File: src/chlb_pkg.sv
`timescale 1ns / 1ps

package chlb_pkg;

    // Fixed widths of the item and result fields.
    localparam int CMD_W    = 3;
    localparam int HAND_W   = 11;
    localparam int CARD_IN_W = 6;
    localparam int INDEX_W  = 12;
    localparam int STATUS_W = 2;
    localparam int VALUE_W  = 13;

    // Default sizes handed to the top level.
    localparam int DEF_MAX_ITEMS = 2048;
    localparam int DEF_NUM_CARDS = 52;

    // Command codes.
    localparam logic [CMD_W-1:0] CMD_CLEAR     = 3'd0;
    localparam logic [CMD_W-1:0] CMD_ADD       = 3'd1;
    localparam logic [CMD_W-1:0] CMD_BUILD     = 3'd2;
    localparam logic [CMD_W-1:0] CMD_READ_OFF  = 3'd3;
    localparam logic [CMD_W-1:0] CMD_READ_LIST = 3'd4;

    // Result status codes.
    localparam logic [STATUS_W-1:0] STAT_OK      = 2'd0;
    localparam logic [STATUS_W-1:0] STAT_FULL    = 2'd1;
    localparam logic [STATUS_W-1:0] STAT_RANGE   = 2'd2;
    localparam logic [STATUS_W-1:0] STAT_UNBUILT = 2'd3;

    typedef enum logic [3:0] {
        S_IDLE,
        S_RD_WAIT,
        S_ZERO,
        S_IT_RD,
        S_CN_RD0,
        S_CN_WR0,
        S_CN_RD1,
        S_CN_WR1,
        S_PF_RD,
        S_PF_WR
    } t_state;

    typedef enum logic [3:0] {
        DP_NONE,
        DP_EXEC,
        DP_RD_ISSUE,
        DP_RD_RESULT,
        DP_BUILD_START,
        DP_ZERO,
        DP_IT_RD,
        DP_CN_RD,
        DP_CN_WR,
        DP_PF_RD,
        DP_PF_WR,
        DP_BUILD_DONE
    } t_dp_op;

    typedef struct packed {
        t_dp_op op;
        logic   sel_second;
        logic   scatter;
    } t_dp_cmd;

    typedef struct packed {
        logic rd_off_ok;
        logic rd_list_ok;
        logic card_last;
        logic items_done;
    } t_dp_stat;

endpackage

File: src/chlb_ctrl.sv
`timescale 1ns / 1ps

module chlb_ctrl (
    input  logic                       i_clk,
    input  logic                       i_rst_n,
    input  logic                       i_start,
    input  logic [chlb_pkg::CMD_W-1:0] i_cmd_code,
    input  chlb_pkg::t_dp_stat         i_stat,
    output chlb_pkg::t_dp_cmd          o_cmd,
    output logic                       o_busy
);
    import chlb_pkg::*;

    t_state r_state, n_state;
    logic   r_scatter, n_scatter;

    always_ff @(posedge i_clk) begin
        if (!i_rst_n) begin
            r_state   <= S_IDLE;
            r_scatter <= 1'b0;
        end else begin
            r_state   <= n_state;
            r_scatter <= n_scatter;
        end
    end

    // Next state.
    always_comb begin
        n_state   = r_state;
        n_scatter = r_scatter;
        unique case (r_state)
            S_IDLE: begin
                if (i_start) begin
                    if (i_cmd_code == CMD_BUILD) begin
                        n_state   = S_ZERO;
                        n_scatter = 1'b0;
                    end else if ((i_cmd_code == CMD_READ_OFF && i_stat.rd_off_ok) ||
                                 (i_cmd_code == CMD_READ_LIST && i_stat.rd_list_ok)) begin
                        n_state = S_RD_WAIT;
                    end
                end
            end
            S_RD_WAIT: n_state = S_IDLE;
            S_ZERO: begin
                if (i_stat.card_last) begin
                    n_state = S_IT_RD;
                end
            end
            S_IT_RD: begin
                if (!i_stat.items_done) begin
                    n_state = S_CN_RD0;
                end else if (r_scatter) begin
                    n_state = S_IDLE;
                end else begin
                    n_state = S_PF_RD;
                end
            end
            S_CN_RD0: n_state = S_CN_WR0;
            S_CN_WR0: n_state = S_CN_RD1;
            S_CN_RD1: n_state = S_CN_WR1;
            S_CN_WR1: n_state = S_IT_RD;
            S_PF_RD:  n_state = S_PF_WR;
            S_PF_WR: begin
                if (i_stat.card_last) begin
                    n_state   = S_IT_RD;
                    n_scatter = 1'b1;
                end else begin
                    n_state = S_PF_RD;
                end
            end
            default: n_state = S_IDLE;
        endcase
    end

    // Datapath commands.
    always_comb begin
        o_cmd.op         = DP_NONE;
        o_cmd.sel_second = 1'b0;
        o_cmd.scatter    = r_scatter;
        unique case (r_state)
            S_IDLE: begin
                if (i_start) begin
                    if (i_cmd_code == CMD_BUILD) begin
                        o_cmd.op = DP_BUILD_START;
                    end else if ((i_cmd_code == CMD_READ_OFF && i_stat.rd_off_ok) ||
                                 (i_cmd_code == CMD_READ_LIST && i_stat.rd_list_ok)) begin
                        o_cmd.op = DP_RD_ISSUE;
                    end else begin
                        o_cmd.op = DP_EXEC;
                    end
                end
            end
            S_RD_WAIT: o_cmd.op = DP_RD_RESULT;
            S_ZERO:    o_cmd.op = DP_ZERO;
            S_IT_RD: begin
                if (!i_stat.items_done) begin
                    o_cmd.op = DP_IT_RD;
                end else if (r_scatter) begin
                    o_cmd.op = DP_BUILD_DONE;
                end
            end
            S_CN_RD0: o_cmd.op = DP_CN_RD;
            S_CN_WR0: o_cmd.op = DP_CN_WR;
            S_CN_RD1: begin
                o_cmd.op         = DP_CN_RD;
                o_cmd.sel_second = 1'b1;
            end
            S_CN_WR1: begin
                o_cmd.op         = DP_CN_WR;
                o_cmd.sel_second = 1'b1;
            end
            S_PF_RD: o_cmd.op = DP_PF_RD;
            S_PF_WR: o_cmd.op = DP_PF_WR;
            default: o_cmd.op = DP_NONE;
        endcase
    end

    assign o_busy = (r_state != S_IDLE);

endmodule

File: config.mk
export PLATFORM = sky130hd
export DESIGN_NAME = chlb_ctrl
export DESIGN_NICKNAME = d
export VERILOG_FILES = /design/src/chlb_pkg.sv /design/src/chlb_ctrl.sv
export SDC_FILE = /design/constraint.sdc
export NUM_CORES = 1
export LEC_CHECK = 0
export ABC_AREA = 0
export BUFFER_PORTS_ARGS = -buffer_cell sky130_fd_sc_hd__buf_2
export CAP_MARGIN = 20
export CORE_AREA = 2 2 39 41
export DETAILED_ROUTE_END_ITERATION = 6
export DIE_AREA = 0 0 41 43
export GPL_TIMING_DRIVEN = 0
export PLACE_DENSITY = 0.71
export SETUP_SLACK_MARGIN = 0.2
export SYNTH_ARGS = -nofsm -noshare
export SYNTH_HDL_FRONTEND = slang
export SYNTH_SLANG_ARGS = --single-unit
File: constraint.sdc
create_clock -name i_clk -period 2.4 [get_ports i_clk]
set_input_delay 0.24 -clock i_clk [delete_from_list [all_inputs] [get_ports i_clk]]
set_output_delay 0.24 -clock i_clk [all_outputs]
set_load 0.05 [all_outputs]
==> impl_metrics.toml <==
[setup_path]
end_kind = "primary output"
crit_type = "register to primary output"
worst-path-max-fanout = 8
r2r_end = "r_scatter"
start_kind = "register"
reg2reg_depth = 6
cp.arrival_ns = 1.76
r2r-start = "r_state[3]"
crit_required_ns = 2.16
r2r_setup_slack_ns = 0.80

[logic_synthesis]
synth_seq_cells = 5
synthCells = 77
ys_async_sr_fraction_pct = 0
syn-cell-area_sq_um = 488
yosysWarnings = 0
synth_edf_count = 0
synth_top_area_cell = "dfxtp_1"
synth.top_cell.area_share_pct = 20.5
synthTopCellsByCount = "13 x nand2_1, 7 x o21ai_0, 6 x a21oi_1, 6 x nor2_1, 5 x dfxtp_1"
yosysMostFrequentCell = "nand2_1"
synthesis.nets = 87
avgSynthCellArea_sq_um = 6.34
yosysUniqueCellTypes = 28
synth.area.top_cells = "dfxtp_1 21%, nand2_1 10%, o21ai_0 7.2%, a21oi_1 6.2%, a31oi_1 5.1%"
synth_flop_cell = "dfxtp_1"
synth.yosys.seq_area_share_pct = 20.5

[route]
wl_per_cell_um = 12.0
dr_total_vias = 610
vias_per_cell = 5.40
routed_wl_mm = 1.35
route.detailed.drc = 0
dr.pass1.iters = 4
drt_iter0_markers = 15
ant_nets = 0

[global_routing]
grt_pass1_vias = 512
antenna_found_initial = 0
grt_pass1_wl_mm = 2.08
grt_overflow = 0
grtUsageTotal_pct = 16.6
grt_max_degree = 11

[clocking]
cts_tree = "done"
cts_made_buffers = 3
cts-hold-fix-buffers = 0
clkSinkCount = 5
cts-htree-levels = 1
post_cts_buffers = 0
path_clk_slew_ns = 0.04
post_cts_resized = 0
cts_buffer_depth = 2
clockRootBuffer = "clkbuf_4"
clk_latency_ns = 0.24

[worst_hold_path]
worstHoldPathCells = 3
whs_endpoint = "r_state[0]"
hp-class = "input port to register"
worstHoldStart = "i_rst_n"

[timing]
hold_viol_final = 0
fmaxAchievable_mhz = 500
finalCriticalPeriod_ns = 2.00
clock_skew_ns = 0.00304
rsz0062_at_grt = "no"
drv_slew = 0
final.setup.tns_ns = 0
tightestPinTransition_ns = 0.457
finalCritPeriodShare_pct = 83.4
slew_headroom_pct = 69.3
final-setup-viol-count = 0
timing.hold.ws_ns = 0.272

[floorplanning]
num_io_pins = 17
die_w_um = 41
core_sq_um = 1380
initial_core_util_pct = 35.3
fp-row-count = 14
die-area_sq_um = 1760
fp.dieH_um = 43

[job]
cap_violations = 0

[layout]
diodes = 0
areaGrowthSynthToFinish_pct = 26.2
drive_gt1_share_pct = 24.7
nFillCells = 152
stdcell_count = 113
regArea_sq_um = 100
multi_input_area_sq_um = 344
final_nets = 108

[power_and_ir_drop]
finalPower_uw = 243
p_leak_nw = 0.271
peakVddDrop_mv = 0.211
power.density_nw_per_um2 = 395

[placement]
place_congestion = 0.784
dp.cells = 109
port_buffers = 16
dp.final_hpwl_um = 989

[run_status]
status = "finished clean"
==> how the worst max path moves through the flow <==
stage / slack, ns / end / startpoint / depth (start not counted)
after global routing: 0.29 / o_cmd[4] / r_state[3] / 5
after global placement: 0.65 / o_cmd[3] / r_state[3] / 6
final: 0.40 / o_cmd[4] / r_state[3] / 5
after CTS: 0.39 / o_cmd[3] / r_state[3] / 6
after floorplan: 0.27 / o_cmd[5] / r_state[3] / 4
after detailed placement: 0.64 / o_cmd[3] / r_state[3] / 6
==> flip-flops by register name, indices dropped and copies added, names as in the netlist <==
name       count
r_scatter      1
r_state        4
==> through the flow <==
stage / setup slack (ns) / util (%) / cell area, sq um
after detailed placement: 0.642 / 42.5 / 588
after global routing: 0.285 / 44.5 / 616
after CTS: 0.389 / 44.4 / 614
after floorplan: 0.274 / - / 488
final: 0.399 / 44.5 / 616
after global placement: 0.647 / 42.5 / 588
==> logic make-up (layout without fill, tap and decap cells) <==
family	count (synthesis)	in the layout	synth area share (%)
AO/OA/AOI/OAI	24	24	29.2
flip-flops	5	5	20.5
buffers and inverters	10	30	8.97
AND/OR/NAND/NOR	38	38	41.3
==> cells in the final DEF, fill, tap and decap left out, types with 3 or more instances in the layout <==
cell and n:
dfxtp_1 5, nor2_1 6, a31oi_1 4, nand3_1 3, buf_2 18, a21oi_1 6, clkbuf_1 3, nand2_1 13
clkbuf_4 3, o21ai_0 6, nand2b_1 4, inv_1 4
==> final cells by class <==
cell class                      count  area share (%)
Inverter                            4            2.44
Timing Repair Buffer               16            13.0
Tap cell                           16            3.25
Clock buffer                        4            4.27
Multi-Input combinational cell     62            55.9
Sequential cell                     5            16.3
Buffer                              6            4.88
==> worst max-delay path, stage by stage, from the launching register on <==
cell and delay (ns):
dfxtp_1 0.31, clkbuf_1 0.18, nor4_2 0.48, nand3_1 0.21, nand2_1 0.09, buf_2 0.26
==> per-layer routing <==
layer	GRT usage [%]	share of wire (%)	vias up
li1	-	-	312
met1	22.2	46	267
met2	25.3	47	31
met3	4.71	7.1	0
met4	4.00	0	0
met5	0	0	-
==> power breakdown <==
group / internal, mW / switching (mW)
clock: 0.0629 / 0.0345
sequential: 0.0843 / 0.00191
combinational: 0.0213 / 0.0383
Power figures use the tool's default switching activity.
